### src/hw/rtl/ogi_pkg.sv
// Package for the offset gap infill block.
// Payload structs, fill limit and controller/datapath command and status types.
// No dependencies.
package ogi_pkg;

    localparam int MAX_FILL   = 63;
    localparam int OFS_W      = 32;
    localparam int STEP_W     = 31;
    localparam int CNT_W      = 6;
    localparam logic [STEP_W-1:0] STEP_RESET = STEP_W'(256);

    typedef struct packed {
        logic signed [OFS_W-1:0] offset;
        logic                    last_sample;
    } t_in;

    typedef struct packed {
        logic signed [OFS_W-1:0] offset_out;
        logic                    filled;
        logic                    fill_capped;
        logic                    order_error;
        logic                    run_last;
    } t_out;

    typedef struct packed {
        logic load_in;
        logic calc_delta;
        logic calc_test;
        logic emit_fill;
        logic emit_final;
    } t_cmd;

    typedef struct packed {
        logic fill_more;
        logic out_free;
    } t_status;

endpackage

### src/hw/rtl/offset_gap_infill.sv
// Top level of the offset gap infill block.
// Joins ogi_ctrl and ogi_dp; depends on ogi_pkg.
//
//   channel  direction  handshake                 payload
//   in       input      i_in_valid / o_in_stall   i_in_data  (t_in)
//   out      output     o_out_valid / i_out_stall o_out_data (t_out)
//   cfg      input      i_cfg_we                  i_cfg_wdata (step)
//
// An input transaction runs through capture, delta, gap compare, end-of-fill check and
// final result when no fill is needed; a gap adds fill points, up to 63 per sample.
// The output register frees the input side while a result waits; a
// stalled output holds the fill run. Synchronous active-low reset; step resets to 256.
module offset_gap_infill (
    input  logic                        i_clk,
    input  logic                        i_rst_n,
    input  logic                        i_in_valid,
    output logic                        o_in_stall,
    input  ogi_pkg::t_in                i_in_data,
    output logic                        o_out_valid,
    input  logic                        i_out_stall,
    output ogi_pkg::t_out               o_out_data,
    input  logic                        i_cfg_we,
    input  logic [ogi_pkg::STEP_W-1:0]  i_cfg_wdata
);
    import ogi_pkg::*;

    t_cmd    cmd;
    t_status status;

    ogi_ctrl u_ctrl (
        .i_clk      (i_clk),
        .i_rst_n    (i_rst_n),
        .i_in_valid (i_in_valid),
        .o_in_stall (o_in_stall),
        .i_status   (status),
        .o_cmd      (cmd)
    );

    ogi_dp u_dp (
        .i_clk       (i_clk),
        .i_rst_n     (i_rst_n),
        .i_in_data   (i_in_data),
        .i_cfg_we    (i_cfg_we),
        .i_cfg_wdata (i_cfg_wdata),
        .i_cmd       (cmd),
        .o_status    (status),
        .o_out_valid (o_out_valid),
        .i_out_stall (i_out_stall),
        .o_out_data  (o_out_data)
    );

endmodule

### src/hw/rtl/ogi_ctrl.sv
// Controller state machine for the offset gap infill block.
// Sequences capture, delta, gap test, fill run and final result.
// Depends on ogi_pkg.
module ogi_ctrl (
    input  logic             i_clk,
    input  logic             i_rst_n,
    input  logic             i_in_valid,
    output logic             o_in_stall,
    input  ogi_pkg::t_status i_status,
    output ogi_pkg::t_cmd    o_cmd
);
    import ogi_pkg::*;

    localparam logic [2:0] S_IDLE  = 3'd0;
    localparam logic [2:0] S_DELTA = 3'd1;
    localparam logic [2:0] S_TEST  = 3'd2;
    localparam logic [2:0] S_FILL  = 3'd3;
    localparam logic [2:0] S_EMIT  = 3'd4;

    logic [2:0] r_state;
    logic [2:0] n_state;

    always_comb begin
        n_state = r_state;
        o_cmd   = '0;
        case (r_state)
            S_IDLE: begin
                if (i_in_valid) begin
                    o_cmd.load_in = 1'b1;
                    n_state       = S_DELTA;
                end
            end
            S_DELTA: begin
                o_cmd.calc_delta = 1'b1;
                n_state          = S_TEST;
            end
            S_TEST: begin
                o_cmd.calc_test = 1'b1;
                n_state         = S_FILL;
            end
            S_FILL: begin
                if (!i_status.fill_more) begin
                    n_state = S_EMIT;
                end else if (i_status.out_free) begin
                    o_cmd.emit_fill = 1'b1;
                end
            end
            S_EMIT: begin
                if (i_status.out_free) begin
                    o_cmd.emit_final = 1'b1;
                    n_state          = S_IDLE;
                end
            end
            default: begin
                n_state = S_IDLE;
            end
        endcase
    end

    always_ff @(posedge i_clk) begin
        if (!i_rst_n) begin
            r_state <= S_IDLE;
        end else begin
            r_state <= n_state;
        end
    end

    assign o_in_stall = (r_state != S_IDLE);

endmodule

### src/hw/rtl/ogi_dp.sv
// Datapath for the offset gap infill block.
// Line state, step register, delta and gap compare, fill accumulator, output register.
// Depends on ogi_pkg.
module ogi_dp (
    input  logic                        i_clk,
    input  logic                        i_rst_n,
    input  ogi_pkg::t_in                i_in_data,
    input  logic                        i_cfg_we,
    input  logic [ogi_pkg::STEP_W-1:0]  i_cfg_wdata,
    input  ogi_pkg::t_cmd               i_cmd,
    output ogi_pkg::t_status            o_status,
    output logic                        o_out_valid,
    input  logic                        i_out_stall,
    output ogi_pkg::t_out               o_out_data
);
    import ogi_pkg::*;

    logic [STEP_W-1:0] r_step;
    logic [OFS_W-1:0]  r_prev;
    logic              r_have_prev;
    logic [OFS_W-1:0]  r_x;
    logic              r_last;
    logic [OFS_W:0]    r_delta;
    logic              r_gap;
    logic              r_capped;
    logic [OFS_W:0]    r_acc;
    logic [CNT_W-1:0]  r_cnt;
    logic              r_out_valid;
    t_out              r_out;

    logic [STEP_W-1:0] s_eff;
    logic [OFS_W-1:0]  d;
    logic [35:0]       d10;
    logic [35:0]       s19;
    logic [36:0]       s64;
    logic              out_free;
    logic              fill_more;

    assign s_eff = (r_step == '0) ? STEP_W'(1) : r_step;
    assign d     = r_delta[OFS_W-1:0];
    assign d10   = {1'b0, d, 3'b000} + {3'b000, d, 1'b0};
    assign s19   = {1'b0, s_eff, 4'b0000} + {4'b0000, s_eff, 1'b0} + {5'b00000, s_eff};
    assign s64   = {s_eff, 6'b000000};

    assign out_free  = !r_out_valid || !i_out_stall;
    assign fill_more = r_gap && (r_acc < {1'b0, d}) && (r_cnt != CNT_W'(MAX_FILL));

    assign o_status.fill_more = fill_more;
    assign o_status.out_free  = out_free;

    always_ff @(posedge i_clk) begin
        if (!i_rst_n) begin
            r_step      <= STEP_RESET;
            r_prev      <= '0;
            r_have_prev <= 1'b0;
            r_cnt       <= '0;
            r_gap       <= 1'b0;
            r_out_valid <= 1'b0;
        end else begin
            if (i_cfg_we) begin
                r_step <= i_cfg_wdata;
            end
            if (i_cmd.load_in) begin
                r_x    <= i_in_data.offset;
                r_last <= i_in_data.last_sample;
            end
            if (i_cmd.calc_delta) begin
                r_delta <= {r_x[OFS_W-1], r_x} - {r_prev[OFS_W-1], r_prev};
            end
            if (i_cmd.calc_test) begin
                r_gap    <= r_have_prev && !r_delta[OFS_W] && (d10 > s19);
                r_capped <= r_have_prev && !r_delta[OFS_W] && (d10 > s19)
                            && ({5'b00000, d} > s64);
                r_acc    <= {2'b00, s_eff};
                r_cnt    <= '0;
            end

            if (!i_out_stall && !i_cmd.emit_fill && !i_cmd.emit_final) begin
                r_out_valid <= 1'b0;
            end

            if (i_cmd.emit_fill) begin
                r_out.offset_out  <= r_prev + r_acc[OFS_W-1:0];
                r_out.filled      <= 1'b1;
                r_out.fill_capped <= r_capped;
                r_out.order_error <= 1'b0;
                r_out.run_last    <= 1'b0;
                r_out_valid       <= 1'b1;
                r_acc             <= r_acc + {2'b00, s_eff};
                r_cnt             <= r_cnt + CNT_W'(1);
            end

            if (i_cmd.emit_final) begin
                r_out.filled   <= 1'b0;
                r_out.run_last <= 1'b1;
                r_out_valid    <= 1'b1;
                r_cnt          <= '0;
                r_gap          <= 1'b0;
                if (r_have_prev && r_delta[OFS_W]) begin
                    r_out.offset_out  <= '0;
                    r_out.fill_capped <= 1'b0;
                    r_out.order_error <= 1'b1;
                end else begin
                    r_out.offset_out  <= r_x;
                    r_out.fill_capped <= r_capped;
                    r_out.order_error <= 1'b0;
                end
                if (r_last) begin
                    r_prev      <= '0;
                    r_have_prev <= 1'b0;
                end else if (!(r_have_prev && r_delta[OFS_W])) begin
                    r_prev      <= r_x;
                    r_have_prev <= 1'b1;
                end
            end
        end
    end

    assign o_out_valid = r_out_valid;
    assign o_out_data  = r_out;

endmodule

### config.mk
export PLATFORM = sky130hd
export DESIGN_NAME = offset_gap_infill
export DESIGN_NICKNAME = d
export VERILOG_FILES = /design/src/hw/rtl/ogi_pkg.sv /design/src/hw/rtl/offset_gap_infill.sv /design/src/hw/rtl/ogi_ctrl.sv /design/src/hw/rtl/ogi_dp.sv
export SDC_FILE = /design/constraint.sdc
export NUM_CORES = 1
export LEC_CHECK = 0
export BUFFER_PORTS_ARGS = -buffer_cell sky130_fd_sc_hd__buf_4
export CAP_MARGIN = 25
export CORE_UTILIZATION = 50
export DETAILED_ROUTE_END_ITERATION = 10
export PLACE_DENSITY = 0.7
export SKIP_CTS_REPAIR_TIMING = 1
export SYNTH_ARGS = -nofsm -noshare
export SYNTH_HDL_FRONTEND = slang
export SYNTH_SLANG_ARGS = --single-unit
### constraint.sdc
create_clock -name i_clk -period 6.1 [get_ports i_clk]
set_input_delay 0.305 -clock i_clk [delete_from_list [all_inputs] [get_ports i_clk]]
set_output_delay 0.305 -clock i_clk [all_outputs]
set_load 0.1 [all_outputs]
==> results list, run 1 <==
- Total negative slack: 0 ps
- Port buffering added 106 buffers.
- The count of nets left with antenna violations once routing finished came out at 0.
* Power density normalized to cell area: 202 nW/um^2
- Mean instance size in the synthesized netlist: 8.95 um^2
* Post-route clock skew: 33.4 ps
- Sinks on the clock net: 211
- Met2 routing resource usage after global routing: 43.3%
* DIE WIDTH: 194 um
* Tightest Pin Transition: 973 ps
- Share of flip-flops with an asynchronous set or reset after synthesis: 0%
- Reported net switching power: 1.33 mW
- Number of placement rows: 69
- The critical path in this run is classified as reg -> reg.
- The worst setup path is captured at a flip-flop.
* Die Height: 194 um
* CP Max Fanout: 3
- Antenna violations before repair: 1
* Final Hold Violating Endpoints: 0
- Share of total power in sequential cells: 38.5%
* Layout Area Growth over Synthesis: 14.3%
- Final routed DRC violation total: 0
- Internal power component: 2.92 mW
* Worst Reg2Reg Path Length in Cells: 27
* Met1 GRT Util: 35.9%
- VDD sags by at most 0.209 mV.
- Layout Cells excl Fill: 2,662
- Share of the synthesized area in the top cell type: 22.2%
- Detail Placement HPWL: 37,700 um
- Pre-CTS worst setup slack: -178 ps
- GRT busiest layer: met2
- Sequential element share of the synthesized area: 30.4%
* Overall fraction of global-route tracks in use: 26.0%
- STA classifies the critical path startpoint as a flip-flop.
- For the worst-skew pair, the clock arrives at the later sink with an insertion delay of 550 ps.
- The min-delay analysis places its worst path in the category in -> reg.
* Number of library cell types mapped by synthesis: 84
- Yosys instantiated no cell more often than ha_1.
* Critical R2R Launch: u_dp.r_step[16]
* Routed vias: 15,400
- CTS placed an instance of clkbuf_16 at the clock tree root.
* Post-route clock period utilization: 93.8%
- After synthesis, the cell types taking the most area are edfxtp_1, ha_1, dfxtp_1.
- Synthesized instance count: 2,056
- Routed wire length: 49,300 um
- GR met3 Demand/Resource: 2.64%
* Static leakage: 9.35 nW
- Clock tree from TritonCTS: built
- Summing all placed instances gives a cell area of 19,800 um^2.
- Setup slack closes at 375 ps.
* Most frequent cells after synthesis: ha_1, nand2_1, inv_1
- In this run, synthesis produced a sequential element count of 211.
- During synthesis, Yosys emitted a total of 0 warnings.
* Final critical-path required period: 5720 ps
- The core region is 35,900 um^2.
- The worst pin sits at a relative slew slack of 35.0%.
- The count of final max-slew check failures is 0.
* Last weighted congestion value of the routability-driven placer: 0.944
* Setup slack on the worst flop-to-flop path: 380 ps
- The finished cells cover 21,000 um^2.
- The flow ran to the end, and the final reports show no timing, DRC or antenna violations.
- Counting the buffers created by CTS gives 24.
- Vias/cell: 5.79
- Post-synth top flop: edfxtp_1
- For this run, the detailed router's first-pass iteration total came to 5.
- Switching share of total power: 31.3%
* Final number of setup-violating endpoints: 0
- The via count of the first global-routing pass was 15,100.
- Clock-pin slew was measured on the worst setup and hold paths at 70 ps.
- The endpoint identified for the worst register-to-register timing path is u_dp.r_gap.
- Required time of the critical path: 6570 ps
- Cell Area, Synth: 18,400 um^2
- Cells with a size suffix above 1 make up 10.8% of the layout.
- For the worst setup path, the data arrival time is 6200 ps.
* Number of H-tree levels: 1
- Cell taking the most area after synthesis: edfxtp_1
* Diodes inserted: 0
- Placed cell count: 2,584
* GRT Residual Overflow: 0
* Number of nets produced by synthesis: 2,400
- Termination of the worst setup path: u_dp.r_gap
- Worst setup path startpoint: u_dp.r_step[16]
- The first global-routing pass estimated 78,400 um of wire.
- Initial core utilization: 51.2%
- Static timing analysis puts the maximum clock frequency at 175 MHz.
- The longest clock path from root to sink contains 3 buffers.
- Counting flops with a built-in enable in the synthesized netlist gives 136.
- In the final design database the tool counted 2,527 nets.
* Setup repair after global routing missed its margin: no
- Proportion of power drawn by the clock network: 33.8%
* Maximum number of pins on one net before global-route repair: 74
* Final core occ: 58.6%
* Combinational power share: 27.7%
- Final routed wire length divided by cell count: 18.5 um
- 107 I/O pins were placed.
- The first routing iteration left 1,018 violations.
- The tool flagged a number of max-cap violations equal to 0.
- The die covers 37,600 um^2.
==> critical path, stage by stage, from the launching register on <==
cell      delay (ps)
dfxtp_1          320
nor4_1           280
nand3_1          200
nor2_1           120
a21o_1           160
ha_1             250
xor2_1           160
ha_1             310
nor2b_1          130
o21a_1           190
o21ai_2          170
a31oi_2          140
nor2_2           190
o31ai_4          120
a221oi_2         350
o31ai_2          120
o21a_1           180
or2_2            300
ha_1             300
nand4_1          100
nor2_1           150
and3_1           190
nand2_1           90
or4_4            450
nor2_4           120
nor4_2            50
or3_1            370
a21oi_2          130
==> routing by layer <==
| metal | vias up | wire length [um] |
|---|---|---|
| met1 | 7296 | 23000 |
| met2 | 422 | 22500 |
| li1 | 7632 | - |
| met5 | - | 0 |
| met3 | 64 | 2670 |
| met4 | 0 | 1150 |
==> layout make-up <==
class                      count  area [um^2]
clock inverter                12         91.3
multi-input combinational   1605        12000
timing repair buffer         184         1460
sequential                   211         5590
tap                          461          577
inverter                     157          589
fill                        3124        14900
clock buffer                  32          682
==> worst min path at each step <==
stage | cells after the start | slack, ps | startpoint | endpoint
after floorplan | 0 | 400 | i_in_data[0] | u_dp.r_last
after global placement | 2 | 480 | u_dp.r_cnt[5] | u_dp.r_cnt[5]
after detailed placement | 1 | 480 | i_in_data[24] | u_dp.r_x[23]
after CTS | 1 | -90 | i_in_data[24] | u_dp.r_x[23]
after global routing | 3 | 20 | i_cfg_wdata[29] | u_dp.r_step[29]
final | 3 | 10 | i_cfg_wdata[27] | u_dp.r_step[27]
==> power by group through the flow <==
| stage | sequential [mW] | clock [mW] | combinational (mW) |
|---|---|---|---|
| after global placement | 1.67 | 0 | 1.11 |
| after floorplan | 1.66 | 0 | 0.837 |
| final | 1.64 | 1.44 | 1.18 |
| after CTS | 1.64 | 1.46 | 1.15 |
| after global routing | 1.64 | 1.52 | 1.32 |
| after detailed placement | 1.67 | 0 | 1.14 |
==> layout by cell type, fill, tap and decap left out, types with 33 or more instances in the layout <==
| cell | n |
|---|---|
| a21oi_1 | 150 |
| xor2_1 | 68 |
| nand3_1 | 38 |
| o21ai_0 | 146 |
| edfxtp_1 | 136 |
| nand2_1 | 169 |
| inv_1 | 157 |
| a21o_1 | 108 |
| dfxtp_1 | 74 |
| ha_1 | 251 |
| dlygate4sd3_1 | 33 |
| nor2b_1 | 60 |
| nor2_1 | 95 |
| buf_4 | 151 |
| xnor2_1 | 92 |
| and2_1 | 37 |
==> metrics by stage <==
stage	power (mW)	hold slack [ps]
finish	4.26	14.9
CTS	4.25	-86.0
detailed placement	2.80	484
global route	4.48	22.9
floorplan	2.49	404
global placement	2.77	477
==> state kept, by name, summed over array words and instances, names as in the netlist, 3 cells and up <==
name             cells
u_dp.o_out_data     36
u_dp.r_acc          33
u_dp.r_delta        33
u_dp.r_prev         32
u_dp.r_x            32
u_dp.r_step         31
u_dp.r_cnt           6
u_ctrl.r_state       3
==> cell families after synthesis <==
family | Yosys count | share of synthesized area [%]
buffers and inverters | 240 | 4.93
and+or+nand+nor | 550 | 15.0
adders and majority gates | 283 | 20.1
AOI/OAI and AO/OA | 579 | 20.1
DFF | 211 | 30.4
muxes | 33 | 1.81
xor gates and xnor gates | 160 | 7.62
(Power assumes the default switching activity.)
==> run 2, diff against run 1 <==
--- a/config.mk
+++ b/config.mk
@@ -7,6 +7,7 @@
 export LEC_CHECK = 0
 export BUFFER_PORTS_ARGS = -buffer_cell sky130_fd_sc_hd__buf_4
 export CAP_MARGIN = 25
+export CORE_MARGIN = 5
 export CORE_UTILIZATION = 50
 export DETAILED_ROUTE_END_ITERATION = 10
 export PLACE_DENSITY = 0.7
==> results list, run 2 (same netlist as run 1, synthesis figures left out) <==
- Status: finished clean (unchanged).
* Leading cell type in the layout, fill and taps excluded: ha_1 (unchanged)
- The weighted congestion at the end of routability-driven global placement came to 0.957 (was 0.944).
- Vias/cell: 5.74 (was 5.79)
- The root buffer cell is clkbuf_16 (unchanged).
- The flip-flop and latch area came to 5590 um^2 (about the same).
- Layout Cells excl Fill: 2,672 (was 2,662)
- The number of input and output port buffers inserted came to 106 (unchanged).
- Worst vdd ir: 0.205 mV (was 0.209 mV)
- Setup slack on the worst flop-to-flop path: 420 ps (was 380 ps)
- The width of the die was 202 um (was 194 um).
* CP Max Fanout: 3 (unchanged)
* Die Height: 202 um (was 194 um)
- Routed wire length: 49,500 um (was 49,300 um)
* Final setup margin: 420 ps (was 375 ps)
- Number of global-route vias before repair: 15,100 (about the same)
- The deepest level of the CTS H-tree was 1 (unchanged).
- The first-pass iteration count of the detailed router is 6 (was 5).
* Worst Reg2Reg Path Length in Cells: 27 (unchanged)
* Post-route clock period utilization: 93.1% (was 93.8%)
* Tightest Pin Transition: 757 ps (was 973 ps)
* Number of top-level design ports: 107 (unchanged)
* Antenna violations before repair: 1 (unchanged)
- Commonest non-fill, non-tap cells in the layout: ha_1, nand2_1, inv_1, buf_4, a21oi_1 (unchanged)
- The count of final max-slew check failures was 0 (unchanged).
- The kind of end point of the critical path was a flip-flop (unchanged).
- The residual DRC count was 0 (unchanged).
* Final critical-path required period: 5680 ps (was 5720 ps)
* Diodes inserted: 0 (unchanged)
- Slowest cell on the critical path: or4_4 (unchanged)
- The area overhead of the layout relative to synthesis is 14.8% (was 14.3%).
- Share of cells above drive strength 1: 11.0% (was 10.8%)
- The number of clock buffers inserted by TritonCTS came to 25 (was 24).
- The final hold slack came to 22.5 ps (was 14.9 ps).
- Deepest clock path buffer count: 3 (unchanged)
- The cell row count is 70 (was 69).
* Number of nets with antenna violations after detailed routing: 0 (unchanged)
- Clock tree from TritonCTS: built (unchanged)
- Detail Placement HPWL: 37,900 um (was 37,700 um)
- The delay of the slowest critical-path stage came to 450 ps (about the same).
- The power density of the placed cells came to 203 nW/um^2 (was 202 nW/um^2).
- Top cell family by delay on the critical path: simple AND/OR/NAND/NOR gates (unchanged)
- Pre-CTS worst setup slack: -174 ps (was -178 ps)
* Max transition margin: 49.5% (was 35.0%)
* CP Depth: 27 (unchanged)
* Initial core utilization: 50.5% (was 51.2%)
- Final Hold Violating Endpoints: 0 (unchanged)
- The final-stage net count is 2,530 (was 2,527).
- Final number of setup-violating endpoints: 0 (unchanged)
* Clock latency at the later pin of the worst-skew pair: 540 ps (was 550 ps)
- Max-capacitance violation count: 0 (unchanged)
* Number of stages on the worst hold path: 3 (unchanged)
* Clock-pin transition on the worst setup and hold timing paths: 70 ps (about the same)
- The floorplan core area was 36,400 um^2 (was 35,900 um^2).
- The aggregate global routing overflow was 0 (unchanged).
- Setup Crit Path Kind: reg -> reg (unchanged)
- The clock skew is 18.0 ps (was 33.4 ps).
* DRC marker count from the first detailed-route iteration: 822 (was 1,018)
- Routed vias: 15,300 (was 15,400)
* Sinks on the clock net: 211 (unchanged)
- Die area: 40,700 um^2 (was 37,600 um^2)
- Final routed wire length divided by cell count: 18.5 um (about the same)
- The worst min-delay path category is in -> reg (unchanged).
- Maximum number of pins on one net before global-route repair: 74 (unchanged)
* Overall fraction of global-route tracks in use: 23.3% (was 26.0%)
* First-pass GRT wire length: 78,300 um (was 78,400 um)
- The number of fill cells in the layout is 3,147 (was 3,124).
- Highest Clock Rate: 176 MHz (was 175 MHz)
- The area occupied by multi-input gates was 12,100 um^2 (was 12,000 um^2).
- Placed cell count: 2,591 (was 2,584)
- Data arrival time of the worst path: 5980 ps (was 6200 ps)
* Number of buffer and inverter instances along the worst setup path: 1 (was 0)
* Static leakage: 9.39 nW (was 9.35 nW)
- Startpoint types: flip-flop (unchanged)
- The worst path required time was 6400 ps (was 6570 ps).
- The number of flip-flops under the largest register name is 36 (unchanged).
==> run 2: changes by cell type in the layout (fill, tap and decap cells not counted), moves of 2 or more <==
cell / delta
clkinv_1: -4
clkinv_2: +3
clkbuf_8: +2
clkinvlp_4: -2
==> run 2: report_power, final <==
group / switching [mW] / internal (mW) / leakage [nW]
logic: 0.669 / 0.516 / 7.14
registers: 0.0561 / 1.58 / 1.85
clock network: 0.615 / 0.841 / 0.396
total: 1.34 / 2.94 / 9.39
==> run 2: final cells by class <==
cell class | count | area share [%]
inverters | 157 | 2.79
clock inverters | 9 | 0.261
repair buffers | 186 | 7.06
clock buffers | 36 | 3.50
multi-input cells | 1605 | 57.2
well taps | 468 | 2.77
flip-flops and latches | 211 | 26.5
==> run 2: worst paths after layout <==
path	start	end
max	u_dp.r_step[15]	u_dp.r_capped
min	i_cfg_wdata[28]	u_dp.r_step[28]
max reg2reg	u_dp.r_step[15]	u_dp.r_capped
min reg2reg	u_dp.r_cnt[5]	u_dp.r_cnt[5]
==> run 2: tightest hold or removal path, stage by stage <==
cell	delay, ps
buf_4	80
mux2i_1	50
nor2b_1	90
==> run 2: per-layer routing <==
layer  routed length (um)  global-route usage (%)  vias to the layer above  share of wire (%)
met5                    0                       0                        -                  0
met4                 1130                    5.54                        0                2.3
met3                 2480                    2.42                       70                5.0
met2                22900                    39.5                      383                 46
met1                23000                    32.3                     7249                 46
li1                     -                       -                     7633                  -
==> run 2: through the flow <==
| stage | utilization (%) | cell area [um^2] | power [mW] | setup TNS [ps] |
|---|---|---|---|---|
| floorplan | - | 18400 | 2.49 | 0 |
| global placement | 54.4 | 19800 | 2.78 | -13.6 |
| detailed placement | 54.4 | 19800 | 2.80 | -209 |
| CTS | 56.6 | 20600 | 4.27 | -255 |
| global route | 57.9 | 21100 | 4.51 | -88.0 |
| finish | 57.9 | 21100 | 4.28 | 0 |
==> run 3, diff against run 2 <==
==> constraint.sdc (replaced) <==
create_clock -name i_clk -period 5 [get_ports i_clk]
set_input_delay 0.25 -clock i_clk [delete_from_list [all_inputs] [get_ports i_clk]]
set_output_delay 0.25 -clock i_clk [all_outputs]
set_load 0.1 [all_outputs]
==> results list, run 3 (same netlist as run 1, synthesis figures left out) <==
* Status: finished, violations left (was finished clean)
- The final reports fail on hold timing, setup timing.
- Layout Area Growth over Synthesis: 19.7% (was 14.8%)
* Multi-input gate area: 12,200 um^2 (was 12,100 um^2)
- The number of top-level design ports is 107 (unchanged).
- The clock skew came to 16.4 ps (was 18.0 ps).
* Overall fraction of global-route tracks in use: 23.8% (was 23.3%)
- Vias/cell: 5.69 (was 5.74)
- CP Depth: 27 (unchanged)
* Final routed DRC violation total: 0 (unchanged)
- Worst setup path startpoint: u_dp.r_step[25] (was u_dp.r_step[15])
* Iteration count of the initial detailed-routing pass: 5 (was 6)
- The floorplan core area is 36,400 um^2 (unchanged).
- The final-stage net count is 2,627 (was 2,530).
- The violation count after the first detailed-route iteration was 982 (was 822).
- The launching point of the worst reg2reg path was u_dp.r_step[25] (was u_dp.r_step[15]).
* Final number of setup-violating endpoints: 2 (was 0)
* Termination of the worst setup path: u_dp.r_gap (was u_dp.r_capped)
* Clock tree from TritonCTS: built (unchanged)
- The setup slack after layout is -695 ps (was 420 ps).
- The maximum clock insertion buffer count came to 3 (unchanged).
- Power density normalized to cell area: 248 nW/um^2 (was 203 nW/um^2)
- DIE WIDTH: 202 um (unchanged)
- The worst slack at placement came to -939 ps (was -174 ps).
- The kind of end point of the critical path is a flip-flop (unchanged).
- The endpoint arrival time on the critical path came to 6160 ps (was 5980 ps).
- The total cell area at the placement stage came to 20,500 um^2 (was 19,800 um^2).
- Commonest non-fill, non-tap cells in the layout: ha_1, buf_4, nand2_1, inv_1, a21oi_1 (was ha_1, nand2_1, inv_1, buf_4, a21oi_1).
- The finished layout cell area came to 22,000 um^2 (was 21,100 um^2).
- Die area: 40,700 um^2 (unchanged)
- Filler instances: 3,109 (was 3,147)
- The worst path buffer plus inverter count was 0 (was 1).
- Clock-pin transition on the worst setup and hold timing paths: 70 ps (about the same)
- Worst vdd ir: 0.305 mV (was 0.205 mV)
- Startpoint types: flip-flop (unchanged)
* Number of global-route vias before repair: 15,600 (was 15,100)
* Maximum number of pins on one net before global-route repair: 67 (was 74)
* Share of cells above drive strength 1: 15.0% (was 11.0%)
- Final core occ: 60.4% (was 57.9%)
- The cell depth of the worst flop-to-flop path is 27 (unchanged).
- Worst hold slack across all endpoints: -16.2 ps (was 22.5 ps)
- GRT Residual Overflow: 0 (unchanged)
* Leading cell type in the layout, fill and taps excluded: ha_1 (unchanged)
* Final critical-path required period: 5690 ps (was 5680 ps)
* Die Height: 202 um (unchanged)
* Max transition margin: 35.0% (was 49.5%)
- The number of clock buffers inserted by TritonCTS is 25 (unchanged).
- The clock net sink count is 211 (unchanged).
- The register-to-register path setup slack is -690 ps (was 420 ps).
* Final Hold Violating Endpoints: 7 (was 0)
- The cell row count was 70 (unchanged).
* Top cell family by delay on the critical path: simple AND/OR/NAND/NOR gates (unchanged)
- CP Max Fanout: 3 (unchanged)
- The class of the most critical setup path is reg -> reg (unchanged).
- The max-capacitance violation count came to 0 (unchanged).
- The initial antenna violation count is 0 (was 1).
- The worst min-delay path category is in -> reg (unchanged).
- Clock tree root driver cell: clkbuf_16 (unchanged)
* Placed cell count: 2,676 (was 2,591)
- The estimated wirelength of the detail-placed design came to 39,400 um (was 37,900 um).
- The transition at the pin with the smallest max-transition slack was 973 ps (was 757 ps).
* Highest Clock Rate: 176 MHz (about the same)
- The flip-flop and latch area was 5590 um^2 (about the same).
- Routed vias: 15,700 (was 15,300)
- Post-route clock period utilization: 114% (was 93.1%)
- The worst path required time was 5460 ps (was 6400 ps).
- The wire length of the first global-routing pass is 80,000 um (was 78,300 um).
- The initial standard-cell utilization of the core came to 50.5% (unchanged).
- Total of buffers placed on input and output ports: 106 (unchanged)
- The delay of the slowest critical-path stage was 570 ps (was 450 ps).
* Max-slew violation count: 0 (unchanged)
- Slowest cell on the critical path: or4_4 (unchanged)
* Final routed wire length divided by cell count: 18.2 um (was 18.5 um)
- Number of flip-flops in the largest register: 36 (unchanged)
- Setup repair after global routing missed its margin: yes
- The deepest level of the CTS H-tree came to 1 (unchanged).
* Worst r2r dst: u_dp.r_gap (was u_dp.r_capped)
* Number of nets with antenna violations after detailed routing: 0 (unchanged)
- Last weighted congestion value of the routability-driven placer: 0.940 (was 0.957)
* Routed wire length: 50,500 um (was 49,500 um)
* Diodes inserted: 0 (unchanged)
- Clock latency at the later pin of the worst-skew pair: 540 ps (about the same)
- Layout Cells excl Fill: 2,768 (was 2,672)
* Static leakage: 9.88 nW (was 9.39 nW)
[run 3: changes by cell type in the layout (fill, tap and decap cells not counted), moves of 2 or more]
| cell | previous run | this run |
|---|---|---|
| buf_4 | 152 | 238 |
| bufinv_16 | 0 | 4 |
| clkbuf_8 | 5 | 1 |
| dfxtp_1 | 75 | 70 |
| dfxtp_2 | 0 | 5 |
| dlygate4sd3_1 | 33 | 45 |
| ha_1 | 250 | 247 |
| ha_2 | 0 | 2 |
| nor2_1 | 95 | 93 |
| nor4_1 | 6 | 4 |
| nor4_4 | 0 | 3 |
[run 3: layout make-up]
class,count,area share [%]
Timing Repair Buffer,283,10.2
Sequential cell,211,25.4
Clock buffer,30,2.97
Multi-Input combinational cell,1605,55.3
Inverter,157,2.68
Tap cell,468,2.66
Clock inverter,14,0.830
[run 3: where the power goes]
group	switching (mW)	internal (mW)
Sequential	0.0669	1.93
Combinational	0.851	0.714
Clock	0.753	1.14
[run 3: metal layers]
layer,vias to the layer above,wire [um],GRT usage (%)
met5,-,0,0
met4,0,872,4.66
met3,59,2870,2.62
met2,404,23500,40.3
met1,7451,23200,33.3
li1,7825,-,-
[run 3: worst register-to-register path: cells and delay by family, from the launching register on]
family,cells,cell delay (ps)
compound gates,9,1590
simple gates,14,2730
fa+ha+maj,3,830
flops,1,330
xor+xnor,1,150
[run 3: worst min path at each step]
stage                          startpoint  slack, ps  depth (start not counted)              end
final                     i_cfg_wdata[12]        -20                          3  u_dp.r_step[12]
after global routing      i_cfg_wdata[28]        0.6                          3  u_dp.r_step[28]
after CTS                    i_in_data[9]       -130                          1      u_dp.r_x[8]
after detailed placement     i_in_data[2]        430                          1      u_dp.r_x[1]
after global placement      i_in_data[21]        430                          1     u_dp.r_x[20]
after floorplan              i_in_data[0]        350                          0      u_dp.r_last
[run 3: through the flow]
stage	power, mW	hold slack [ps]	setup TNS (ps)
3_3_place_gp	3.49	429	-1500
6_report	5.46	-16.2	-1340
3_5_place_dp	3.53	429	-1850
5_1_grt	5.75	0.603	-1790
2_1_floorplan	3.05	349	-600
4_1_cts	5.43	-133	-1900
